===== src/rtl/rtor_pkg.sv =====
// Shared types, constants and helpers for the route table with oldest-entry replacement.
package rtor_pkg;

  localparam int TABLE_ENTRIES = 128;
  localparam int IDX_W = (TABLE_ENTRIES > 1) ? $clog2(TABLE_ENTRIES) : 1;
  localparam int SLOT_W = 7;
  localparam int KEY_W = 64;
  localparam int MAC_W = 48;
  localparam int TIME_W = 32;
  localparam logic [IDX_W-1:0] LAST_IDX = IDX_W'(TABLE_ENTRIES - 1);

  localparam logic ACT_REMEMBER = 1'b0;
  localparam logic ACT_FIND     = 1'b1;

  typedef struct packed {
    logic              action;
    logic [KEY_W-1:0]  key_high;
    logic [KEY_W-1:0]  key_low;
    logic [MAC_W-1:0]  mac_address;
    logic [TIME_W-1:0] time_now;
  } req_t;

  typedef struct packed {
    logic              hit;
    logic [MAC_W-1:0]  mac_out;
    logic [SLOT_W-1:0] slot;
    logic              evicted;
  } rsp_t;

  // one table row as held in the RAM
  typedef struct packed {
    logic [KEY_W-1:0]  key_high;
    logic [KEY_W-1:0]  key_low;
    logic [TIME_W-1:0] seen;
    logic [MAC_W-1:0]  mac;
  } entry_t;

  // read-return tag from the sequencer to the search datapath
  typedef struct packed {
    logic             vld;
    logic [IDX_W-1:0] idx;
  } scan_ctl_t;

  // slot index reported on the result: low SLOT_W bits, zero-extended if narrower
  function automatic logic [SLOT_W-1:0] to_slot(input logic [IDX_W-1:0] idx);
    logic [SLOT_W+IDX_W-1:0] wide;
    wide = {{SLOT_W{1'b0}}, idx};
    return wide[SLOT_W-1:0];
  endfunction

endpackage


===== src/rtl/rtor_search.sv =====
// Search datapath: key compare on each returned row and running oldest-entry tracker.
module rtor_search (
  input  logic                     clk,
  input  rtor_pkg::scan_ctl_t      ctl,
  input  rtor_pkg::req_t           item,
  input  rtor_pkg::entry_t         rd,
  output logic                     match,
  output logic [rtor_pkg::IDX_W-1:0] oldest_idx
);
  import rtor_pkg::*;

  logic              key_eq;
  logic              row_empty;
  logic [TIME_W-1:0] oldest_seen;

  assign key_eq    = (rd.key_high == item.key_high) && (rd.key_low == item.key_low);
  assign row_empty = (rd.key_high == '0) && (rd.key_low == '0);
  // remember stops on a free row too; find only on the key itself
  assign match = ctl.vld && (key_eq || ((item.action == ACT_REMEMBER) && row_empty));

  // row 0 seeds the tracker; strict less-than keeps the lowest index on ties
  always_ff @(posedge clk) begin
    if (ctl.vld && !match && ((ctl.idx == '0) || (rd.seen < oldest_seen))) begin
      oldest_idx  <= ctl.idx;
      oldest_seen <= rd.seen;
    end
  end

endmodule


===== config.mk =====
export PLATFORM = sky130hd
export DESIGN_NAME = rtor_search
export DESIGN_NICKNAME = d
export VERILOG_FILES = /design/src/rtl/rtor_pkg.sv /design/src/rtl/rtor_search.sv
export SDC_FILE = /design/constraint.sdc
export NUM_CORES = 1
export LEC_CHECK = 0
export CAP_MARGIN = 20
export CORE_AREA = 2 2 168 170
export CTS_BUF_LIST = sky130_fd_sc_hd__clkbuf_2 sky130_fd_sc_hd__clkbuf_4 sky130_fd_sc_hd__clkbuf_8
export DETAILED_ROUTE_END_ITERATION = 10
export DIE_AREA = 0 0 170 172
export DONT_BUFFER_PORTS = 1
export GPL_ROUTABILITY_DRIVEN = 0
export PLACE_DENSITY_LB_ADDON = 0.05
export SETUP_SLACK_MARGIN = 0.5
export SLEW_MARGIN = 0
export SYNTH_ARGS = -nofsm -noshare
export SYNTH_HDL_FRONTEND = slang
export SYNTH_SLANG_ARGS = --single-unit

===== constraint.sdc =====
create_clock -name clk -period 3.9 [get_ports clk]
set_input_delay 0.195 -clock clk [delete_from_list [all_inputs] [get_ports clk]]
set_output_delay 0.195 -clock clk [all_outputs]
set_load 0.005 [all_outputs]

# Yosys cells after proc, flatten, opt, wreduce, memory -nomap -nowiden
# Index checks and enable logic that the tools add are counted.
[totals]
input_bits = 426
ff_bits = 39
output_inout_bits = 8
wordCells = 18
[classes]
reduce_logical = 12
bitwise_logic = 1
magnitude_cmp = 1
n_eq_ne = 2
[op_table]
columns = ["cell", "n"]
rows = [
  ["equality test 64 bit", 2],
  ["zero test 64 bit", 2],
  ["< comparator 32 bit", 1],
  ["zero test 7 bit", 1],
  ["logical AND 1 bit", 6],
  ["logical OR 1 bit", 2],
  ["zero test 1 bit", 1],
  ["inverter 1 bit", 1],
]

# Longest topological paths before layout
[logic_depth]
ltp_word = 8
mapped_depth = 8
mapped_depth_nobuf = 8

# Least setup slack after synthesis
# OpenSTA, ideal clock, no wires.
[synth_timing]
path_type = "flip-flop to flip-flop"
start = "reg oldest_seen[13]"
end = "reg oldest_idx[0] (netlist bit), enable pin"
slack_ps = 905
n_path_buf = 0
synth_period_minus_slack_ps = 2995
arrival_ps = 2596
setup_ps = 399
path_stages_with_launch = 9
required_time_ps = 3501
cell_sequence = "edfxtp_1 > inv_1 > ha_1 > a211oi_1 > nor2_1 > a211oi_1 > o21ai_1 > a2111oi_0 > o2111a_1"
[synth_between]
elab_chain_cells = 3
[synth_rtl]
columns = ["item", "line", "rtl"]
rows = [
  ["start: declaration", "rtor_search.sv:14", "logic [TIME_W-1:0] oldest_seen;"],
  ["start signal: assignment", "rtor_search.sv:25", "oldest_seen <= rd.seen;"],
  ["< comparator 32 bit", "rtor_search.sv:23", "if (ctl.vld && !match && ((ctl.idx == '0) || (rd.seen < oldest_seen))) begin"],
  ["logical OR 1 bit", "rtor_search.sv:23", ""],
  ["logical AND 1 bit", "rtor_search.sv:23", ""],
  ["end signal: assignment", "rtor_search.sv:24", "oldest_idx <= ctl.idx;"],
  ["end: declaration", "rtor_search.sv:8", "output logic [rtor_pkg::IDX_W-1:0] oldest_idx"],
]
# Every way passes these cells.
# A chain may end at the register's enable or synchronous reset.

# Worst setup path after layout
[layout_timing]
start = "reg oldest_seen[13]"
end = "reg oldest_seen[21], enable pin"
[layout_between]
elab_chain_cells = 3
[layout_rtl]
columns = ["item", "line"]
rows = [
  ["< comparator 32 bit", "rtor_search.sv:23"],
  ["logical OR 1 bit", "rtor_search.sv:23"],
  ["logical AND 1 bit", "rtor_search.sv:23"],
]
# Every way passes these cells.

==> out/results.ini <==
[sta]
worstMarginPinSlew_ns = 0.644
max_slew_margin_pct = 56.7
post-route-period-util_pct = 75.1
fin_skew_ns = 0.00565
rsz0062_at_grt = false
setup_violations = 0
clock.fmax_mhz = 342
setup-tns-final_ns = 0
drv_slew = 0
period_minus_slack_ns = 2.93
timing_hold_violations_final = 0

[flow_run]
cap_viol_max_count = 0

[pwr]
power.leakage_nw = 1.48
peakVddDrop_mv = 0.0918
power_density_nw_per_um2 = 244

[die]
die_area_um2 = 29200
start_util_pct = 13.4
die_w_um = 170
coreArea_um2 = 27500
placementRows = 61
io_pins = 434
fp.dieH_um = 172

[detailed_routing]
routed_wirelength_um = 21000
drt-met1-wl_um = 7740
dr_wl_met2_um = 10200
viasPerCell = 4.10
vias = 3167
highest_layer = met4
route.detailed.drc = 0
ant_nets = 0
dr.pass1.iters = 4
wire_per_inst_um = 27.2
drtIter0Drc = 72
wl_met3_um = 2440

[placement]
port-buffer-count = 0
hpwl_um = 18700
placed_area_um2 = 4130

[global_routing]
grt_pass1_wl_um = 27500
grt_overflow_total = 0
grt_max_degree = 21
grt_pass1_vias = 3693
antenna_found_initial = 1
grt_usage_pct = 14.0

[synth]
syn_area_um2 = 3670
synth_cells = 375
ys.warnings.count = 0
avgSynthCellArea_um2 = 9.78
synth-seq-cells = 39
ys.flop_type = edfxtp_1
ys_seq_area_share_pct = 31.9
synth-edff-count = 39
ys_types = 30
async_reset_ff_share_pct = 0
syn_nets = 832

[setup_path]
crit_path_cell_trace = inv_1 > ha_1 > a211oi_1 > nor2_1 > a211oi_1 > o21ai_1 > a2111oi_1 > buf_4 > o2111a_2
critPathMaxStageDelay_ns = 0.58
cp_data_required_time_ns = 3.83
criticalPathCategory = reg -> reg
cp_common_cell = a211oi_1
worst_ep_arrival_time_ns = 2.86
worst-path-max-fanout = 20
start_kind = flip-flop
end_kind = flip-flop
slowest_stage = o2111a_2
worstRegToRegCells = 9

[clock_network]
clk_pin_slew_ns = 0.08
clock_latency_ns = 0.29
cts_tree = built
numCtsBuffers = 5
post-cts-setup-buffers = 0
clock_path_buffers = 2
cts-root-buf = clkbuf_8
htree_num_levels = 2
cts.sinks = 39

[final_layout]
layout_commonest_cell = xnor2_1
ff_latch_area_um2 = 1170
area.growth.synth_to_final_pct = 25.8
antenna_cells = 0
drive_gt1_share_pct = 3.76
final_cell_mix = xnor2_1 (108), nand4_1 (41), nor4_1 (41), dlygate4sd3_1 (39), edfxtp_1 (39)
multi_input_area_um2 = 2370
nets = 883
fin_area_um2 = 4610
fillerInstances = 3142

[run_status]
status = complete, no violations

[min_path]
worstHoldPathCells = 1
hp-class = in -> reg

-- what timing repair did --
item	4_1_cts	5_1_grt
hold endpoints to repair	39	0
resized for setup	1	1
setup endpoints to repair	39	38
cloned	1	0
hold buffers	39	0
-- per-stage QoR --
step / worst slack (ns) / utilization, % / total power, mW / hold WS, ns / cells
final: 0.972 / 16.8 / 1.13 / 0.467 / 772
after global routing: 0.590 / 16.8 / 1.22 / 0.478 / 772
after CTS: 0.692 / 16.8 / 1.17 / 0.461 / 772
after detailed placement: 0.331 / 15.0 / 0.839 / 0.294 / 725
after global placement: 0.294 / 15.0 / 0.842 / 0.294 / 725
after floorplan: 0.905 / - / 0.744 / 0.294 / 375
-- where the power goes --
part	internal (mW)	switching (mW)
Combinational	0.172	0.166
Clock	0.119	0.150
Sequential	0.509	0.00982
-- worst max-delay path: cells and delay by family (launching register included) --
| kind | cells | cell delay, ns |
|---|---|---|
| compound gates | 5 | 1.61 |
| fa+ha+maj | 1 | 0.23 |
| buf+inv | 2 | 0.27 |
| flops | 1 | 0.36 |
| simple gates | 1 | 0.09 |
-- layout make-up --
cell class	instances	share of cell area (%)
Sequential cell	39	25.4
Tap cell	346	9.38
Inverter	38	3.09
Timing Repair Buffer	43	9.11
Multi-Input combinational cell	299	51.4
Clock buffer	5	1.49
Clock inverter	2	0.190
-- flip-flops by register name, summed over array words and instances, names as in the netlist --
register and flops:
oldest_seen 32, oldest_idx 7
-- routing by layer --
metal | vias to the layer above | GRT usage, %
met5 | - | 0
met4 | 0 | 4.38
met3 | 23 | 5.52
met2 | 213 | 24.8
met1 | 1429 | 15.5
li1 | 1502 | -
-- final timing paths --
check        slack, ns                      start                   endpoint
max               0.97  oldest_seen[13]$_DFFE_PP_  oldest_seen[21]$_DFFE_PP_
min               0.47                     ctl[7]  oldest_seen[23]$_DFFE_PP_
max reg2reg       0.97  oldest_seen[13]$_DFFE_PP_  oldest_seen[21]$_DFFE_PP_
min reg2reg       1.56  oldest_seen[23]$_DFFE_PP_  oldest_seen[23]$_DFFE_PP_
-- cell usage after synthesis (all sizes together), types with 5 or more instances --
master	number	area [um2]
a211oi	6	45.0
a21oi	5	25.0
edfxtp	39	1170
ha	31	388
inv	38	143
nand2	8	37.5
nand4	41	257
nor2	9	33.8
nor3	7	35.0
nor4	43	282
o21ai	7	35.0
xnor2	108	946
xor2	13	114
-- cell families (layout without fill, tap and decap cells) --
group / count (synthesis) / after routing / share of synthesized area [%]
DFF: 39 / 39 / 31.9
buffers and inverters: 38 / 88 / 3.89
adders and majority gates: 31 / 31 / 10.6
and+or+nand+nor: 112 / 112 / 18.3
AOI/OAI and AO/OA: 34 / 35 / 6.41
xor gates and xnor gates: 121 / 121 / 28.9
Note: power is estimated with default switching activity, not from simulation.
