File: src/rtl/rtor_ram.sv
// Generic single-port-write, single-port-read RAM with registered read data.
module rtor_ram #(
  parameter int WIDTH = 8,
  parameter int DEPTH = 16,
  localparam int AW = (DEPTH > 1) ? $clog2(DEPTH) : 1
) (
  input  logic             clk,
  input  logic             wr_en,
  input  logic [AW-1:0]    wr_addr,
  input  logic [WIDTH-1:0] wr_data,
  input  logic             rd_en,
  input  logic [AW-1:0]    rd_addr,
  output logic [WIDTH-1:0] rd_data
);

  logic [WIDTH-1:0] mem [DEPTH];

  always_ff @(posedge clk) begin
    if (wr_en) begin
      mem[wr_addr] <= wr_data;
    end
    if (rd_en) begin
      rd_data <= mem[rd_addr];
    end
  end

endmodule

File: config.mk
export PLATFORM = sky130hd
export DESIGN_NAME = rtor_ram
export DESIGN_NICKNAME = d
export VERILOG_FILES = /design/src/rtl/rtor_ram.sv
export SDC_FILE = /design/constraint.sdc
export NUM_CORES = 1
export LEC_CHECK = 0
export ABC_AREA = 1
export ABC_CLOCK_PERIOD_IN_PS = 1700
export BUFFER_PORTS_ARGS = -buffer_cell sky130_fd_sc_hd__buf_2
export CORE_ASPECT_RATIO = 1.25
export CORE_MARGIN = 2
export CORE_UTILIZATION = 55
export DETAILED_ROUTE_END_ITERATION = 8
export GPL_TIMING_DRIVEN = 0
export HOLD_SLACK_MARGIN = 0.1
export PLACE_DENSITY = 0.73
export SLEW_MARGIN = 20
export SYNTH_ARGS = -nofsm -noshare
export SYNTH_HDL_FRONTEND = slang
export SYNTH_SLANG_ARGS = --single-unit
File: constraint.sdc
create_clock -name clk -period 1.7 [get_ports clk]
set_input_delay 0.51 -clock clk [delete_from_list [all_inputs] [get_ports clk]]
set_output_delay 0.51 -clock clk [all_outputs]
set_load 0.05 [all_outputs]
Word level (Yosys, flattened, before mapping):

Memories as Yosys holds them, arrays and structs flattened. A register that Yosys moved wholly into a read port is not among the register bits.
Cells that the tools add are included.

* mux-type cells: 2

Operators by type and width (number)
* $mux 1: 2

* bits in registers: 0
* RAM bits: 128
* output and inout bits: 8
* memories kept: 1

Memories
* mem: words 16, width 8, read ports 1, clocked after memory_dff 1, write ports 1, line 16 `logic [WIDTH-1:0] mem [DEPTH];`

Depth between registers and ports, before layout:

Gate-level depths: netlist (run 1).

* depth after elaboration: 2
* depth in mapped cells: 8
* gate-level depth less buffers: 7

Least setup slack after synthesis (run 1):

Ideal clock, no wire load.

* path kind: input to register
* start point: input port wr_addr[2]
* end point: memory mem[10][0] (enable)
* library setup time: 370 ps
* arrival time: 1091 ps
* required time: 1330 ps
* setup slack: 239 ps
* stages on the path: 2
* cell sequence: nand3b_1 nor2_1

RTL lines
* from (decl): line 9 `input logic [AW-1:0] wr_addr,`
* to (decl): line 16

No word-level cell before the write port.

Final worst setup path (run 1):

* start point: input port wr_addr[3]
* end point: memory mem[6][2] (enable)

No word-level cell before the write port.

==> metrics.txt, run 1 <==
count of synthesis-stage warnings from yosys 0; slew margin rel. 39.94%; HP Class in -> reg; vias per cell 5.291; largest net degree at the start of global routing 17; Max-Cap Viols 0; TritonRoute pass-1 iters 5; Reg power frac 47.3%; Max FO, Critical Path 8; Die Y 119.3 µm; Final Hold Vio Count 0; clock tree buffer depth 2; Logic pwr share 6.6%; IO Port Bufs 23; RSZ-0062 raised after global routing false; post-DR wirelength/cell 17.79 µm; Clk pwr share 46.1%; Final nets 612; post-CTS setup buffers 0; Yosys reg bits 136; GRT Util Overall 25.29%; area of the multi-input gates 1214 µm²; cts bufs inserted 17; Max VDD drop 913.5 µV; Synth Instances 551; Seq/Total Area, Yosys 69.85%; Placeable Area 10460 µm²; WS Path Type in -> reg; Slew Limit Fails 0; status completed; syn_area_per_cell 10.61 µm²; final worst path period need 1575 ps; CP required 1740 ps; P_sw 1807 µW; RePlAce Congestion 0.9297; drt first-iter violations 394; Fill cells 820; pre-CTS setup slack -296.7 ps; Initial Utilization 55.91%; Setup crit start kind input port; Synth Net Count 570; post_cts resized 0; pwr dens 1193 nW/µm²; vias in the first global route 3692; Max stage delay on crit path 730 ps; fmax 635.0 MHz; antenna violations before repair 0; Root Buffer clkbuf_16; IO Count 27; via count 3905; clk_lat worst skew 420 ps; share of cells above drive strength 1 13.20%; clk sinks 136; post-route ant nets 0; Mapped Area 5847 µm²; slew at the pin with the worst max-slew slack 897.6 ps; row cnt 42; DPL Wire Length 8639 µm; drt total wl 13130 µm; CP endpoint kind flop; switching share of power 22.50%; leak pwr 0.002907 µW; Setup violations, final 0; cell family with most CP delay simple AND/OR/NAND/NOR gates; # diodes 0; Pint 6224 µW; Arr. time, crit path 1620 ps; area occupied by registers 4084 µm²; Hold Buf Count CTS 0; Die Area 11480 µm²; Buf/Inv on CP 1; die width 96.22 µm; fin worst setup slack 125.3 ps; TritonCTS clock tree yes; final clock skew 5.003 ps; first-pass GRT wire length 20210 µm; CTS H-tree lvls 4; Worst-path clk slew 60 ps; slowest CP cell nor2_1; Congestion Overflow GR 0; CP cell instances buf_2 > nand3b_1 > nor2_1; fin crit share 92.63%; # DRC 0; setup total negative slack 0 ps; post-synthesis cell type count 11; Layout area overhead 15.11%
## power by group through the flow
stage	clock, µW	sequential (µW)	combinational (µW)
global placement	0	3860	511
detailed placement	0	3870	523
global route	3880	3800	578
finish	3700	3800	531
floorplan	0	3920	265
CTS	3740	3800	527
## through the flow
step	power (µW)	utilization (%)	std cells	cell area (µm²)	hold WS, ps
floorplan	4187	-	551	5847	608.9
global placement	4373	58.59	706	6127	747.4
finish	8031	64.36	738	6730	421.6
global route	8254	64.36	738	6730	419.4
detailed placement	4389	58.59	706	6127	761.8
CTS	8061	64.36	738	6730	422.3
## synth_stat cells
cell type  number  share of area [%]
buf_2          13                1.1
nand2_1       173                 11
inv_2           2               0.13
nand3b_1        2               0.26
buf_4           4               0.51
edfxtp_1      136                 70
buf_1           1              0.064
buf_6           6                1.2
nand3_1        97                8.3
inv_1         100                6.4
nor2_1         17                1.1
## final cells by class
cell class | count | share of cell area (%)
Clock buffer | 17 | 6.321
Tap cell | 132 | 2.454
Inverter | 102 | 5.689
Sequential cell | 136 | 60.68
Buffer | 24 | 2.473
Clock inverter | 15 | 2.640
Timing Repair Buffer | 23 | 1.710
Multi-Input combinational cell | 289 | 18.03
## routing by layer
| layer | global-route usage [%] | vias up | share of wire [%] |
|---|---|---|---|
| met3 | 6.705 | 30 | 8.8 |
| met5 | 0 | - | 0 |
| met1 | 34.25 | 1813 | 40 |
| met4 | 12.05 | 0 | 3.6 |
| met2 | 37.93 | 189 | 48 |
| li1 | - | 1873 | - |
## path summary, 6_finish.rpt
kind	slack (ps)	endpoint	cells past startpoint	start
setup / recovery	130	mem[6][2]	3	wr_addr[3]
hold / removal	420	rd_data[6]	1	rd_en
setup reg to reg	520	rd_data[0]	6	mem[1][0]
hold reg to reg	780	rd_data[5]	6	mem[12][5]
## placed cells by master, fill, tap and decap left out
cell type,synthesis,final
nand2_1,173,173
edfxtp_1,136,136
inv_1,100,100
nand3_1,97,97
buf_2,13,36
nor2_1,17,17
clkbuf_16,0,17
buf_6,6,6
clkinvlp_4,0,5
buf_4,4,4
clkinv_2,0,3
bufinv_16,0,3
inv_2,2,2
nand3b_1,2,2
inv_6,0,2
clkinv_4,0,2
buf_1,1,1
## sequential cells by signal, summed over array words and instances, names as in the netlist
register / cells
mem: 128
rd_data: 8
## kinds of logic (layout without fill, tap and decap cells)
logic type	count (synthesis)	after routing	synth area share (%)
flip-flops	136	136	69.85
buffers and inverters	126	181	9.394
AND/OR/NAND/NOR	289	289	20.76
Note: power is estimated with default switching activity, not from simulation.
==> run 2, diff against run 1 <==
--- a/config.mk
+++ b/config.mk
@@ -8,13 +8,14 @@
 export ABC_AREA = 1
 export ABC_CLOCK_PERIOD_IN_PS = 1700
 export BUFFER_PORTS_ARGS = -buffer_cell sky130_fd_sc_hd__buf_2
+export CAP_MARGIN = 30
 export CORE_ASPECT_RATIO = 1.25
 export CORE_MARGIN = 2
-export CORE_UTILIZATION = 55
+export CORE_UTILIZATION = 60
 export DETAILED_ROUTE_END_ITERATION = 8
 export GPL_TIMING_DRIVEN = 0
 export HOLD_SLACK_MARGIN = 0.1
-export PLACE_DENSITY = 0.73
+export PLACE_DENSITY = 0.78
 export SLEW_MARGIN = 20
 export SYNTH_ARGS = -nofsm -noshare
 export SYNTH_HDL_FRONTEND = slang
==> run 2 against run 1 <==
Against the previous run:
- sequential power hardly changed
- combinational power is 0.9% higher
- setup slack better by 5.0 ps
- power is 3.1% lower
- clock-buffer cell count stayed put
- final cell count is 0.81% lower
- global-route usage is 2.2 points higher
- critical path depth stayed put
- maximum frequency is 0.32% higher
- largest cell class unchanged
- largest power group unchanged
- highest routed layer unchanged
==> metrics.txt, run 2 (synthesized netlist as in run 1, its figures left out) <==
status completed (unchanged); fin crit share 92.33% (was 92.63%); vias per cell 5.470 (was 5.291); Arr. time, crit path 1610 ps (was 1620 ps); slowest CP cell nor2_1 (unchanged); Logic pwr share 6.9% (was 6.6%); drt total wl 13410 µm (was 13130 µm); Util after Layout 69.90% (was 64.36%); Final nets 612 (unchanged); CTS H-tree lvls 4 (unchanged); antenna violations before repair 0 (unchanged); switching share of power 22.28% (was 22.50%); fin worst setup slack 130.3 ps (was 125.3 ps); leak pwr 0.002896 µW (was 0.002907 µW); post-CTS setup buffers 0 (unchanged); Reg power frac 48.8% (was 47.3%); largest registers mem: 128 flops, rd_data: 8 flops (unchanged); TritonCTS clock tree yes (unchanged); Hold Buf Count CTS 0 (unchanged); GRT Util Overall 27.49% (was 25.29%); post-DR wirelength/cell 18.32 µm (was 17.79 µm); drt first-iter violations 483 (was 394); Root Buffer clkbuf_16 (unchanged); Slew Limit Fails 0 (unchanged); final clock skew 9.851 ps (was 5.003 ps); Clk pwr share 44.3% (was 46.1%); RePlAce Congestion 0.9244 (was 0.9297); Die Y 114.4 µm (was 119.3 µm); post-route ant nets 0 (unchanged); CP required 1740 ps (about the same); clock tree buffer depth 2 (unchanged); HP Class in -> reg (unchanged); Max-Cap Viols 0 (unchanged); Setup crit start kind input port (unchanged); Max stage delay on crit path 720 ps (was 730 ps); Initial Utilization 61.16% (was 55.91%); cts bufs inserted 17 (unchanged); Fill cells 680 (was 820); pwr dens 1164 nW/µm² (was 1193 nW/µm²); TritonRoute pass-1 iters 5 (unchanged); first-pass GRT wire length 20670 µm (was 20210 µm); Max VDD drop 957.9 µV (was 913.5 µV); setup total negative slack 0 ps (unchanged); Max FO, Critical Path 8 (unchanged); final worst path period need 1570 ps (was 1575 ps); clk sinks 136 (unchanged); setup slack, reg-to-reg 530 ps (was 520 ps); IO Port Bufs 23 (unchanged); largest net degree at the start of global routing 17 (unchanged); Pint 6046 µW (was 6224 µW); worst reg2reg path depth 6 (unchanged); # diodes 0 (unchanged); CP endpoint kind flop (unchanged); most frequent cells in the layout 173 x nand2_1, 136 x edfxtp_1, 100 x inv_1 (unchanged); clk_lat worst skew 420 ps (about the same); slew margin rel. 38.62% (was 39.94%); fmax 637.1 MHz (was 635.0 MHz); Hold Startpoint rd_en (unchanged); share of cells above drive strength 1 12.71% (was 13.20%); die width 92.30 µm (was 96.22 µm); P_sw 1733 µW (was 1807 µW); FF-to-FF End rd_data[1] (was rd_data[0]); leading cell type in the layout, fill and taps excluded nand2_1 (unchanged); Min-Delay Endpoint rd_data[1] (was rd_data[6]); RR Startpoint mem[5][1] (was mem[1][0]); Placeable Area 9559 µm² (was 10460 µm²); row cnt 40 (was 42); Setup violations, final 0 (unchanged); Most flops, register mem (unchanged); CP cell instances buf_2 > nand3b_1 > nor2_1 (unchanged); Worst-path clk slew 50 ps (was 60 ps); Congestion Overflow GR 0 (unchanged); max reg flops 128 (unchanged); # DRC 0 (unchanged); pre-CTS setup slack -265.1 ps (was -296.7 ps); Die Area 10560 µm² (was 11480 µm²); via count 4004 (was 3905); hold depth 1 (unchanged); RSZ-0062 raised after global routing false (unchanged); DPL Wire Length 8555 µm (was 8639 µm); total power 7779 µW (was 8031 µW); Layout area overhead 14.27% (was 15.11%); vias in the first global route 3824 (was 3692); Final Hold Vio Count 0 (unchanged); WS Path Type in -> reg (unchanged); post_cts resized 0 (unchanged); IO Count 27 (unchanged); slew at the pin with the worst max-slew slack 917.3 ps (was 897.6 ps)
[run 2: power groups by stage]
stage          clock, µW  sequential (µW)  combinational (µW)
3_5_place_dp           0             3870                 520
5_1_grt             3610             3800                 583
6_report            3450             3800                 536
2_1_floorplan          0             3920                 265
3_3_place_gp           0             3860                 510
4_1_cts             3470             3800                 527
[run 2: critical path: cells and delay by family]
family                 cells  cell delay, ps
AND/OR/NAND/NOR            2             970
buffers and inverters      1             120
[run 2: layer usage]
layer	routed length [µm]	global-route usage [%]	part of all wire, %	vias up
met5	0	0	0	-
met3	1093	5.662	8.1	31
li1	-	-	-	1866
met1	5471	37.48	41	1878
met2	6529	43.82	49	229
met4	317	11.44	2.4	0
[run 2: layout make-up]
cell class | instances | area [µm²] | area share, %
Inverter | 102 | 382.9 | 5.730
Sequential cell | 136 | 4084 | 61.12
Buffer | 24 | 166.4 | 2.491
Clock inverter | 15 | 136.4 | 2.041
Multi-Input combinational cell | 289 | 1214 | 18.16
Tap cell | 126 | 157.7 | 2.360
Timing Repair Buffer | 23 | 115.1 | 1.723
Clock buffer | 17 | 425.4 | 6.367
[run 2: per-stage QoR]
step | cells | hold slack (ps) | area, µm²
after floorplan | 551 | 608.9 | 5847
after global placement | 700 | 744.6 | 6120
after detailed placement | 700 | 748.7 | 6120
after CTS | 732 | 415.6 | 6681
after global routing | 732 | 436.0 | 6681
final | 732 | 418.4 | 6681
[run 2: how the worst max path moves through the flow]
stage | endpoint | slack (ps) | cells past startpoint | start
floorplan | mem[10][0] | 240 | 2 | wr_addr[2]
global placement | mem[5][5] | -230 | 3 | wr_addr[3]
detailed placement | mem[5][5] | -270 | 3 | wr_addr[3]
CTS | mem[5][2] | 170 | 3 | wr_addr[3]
global route | mem[5][2] | 90 | 3 | wr_addr[3]
finish | mem[5][2] | 130 | 3 | wr_addr[3]
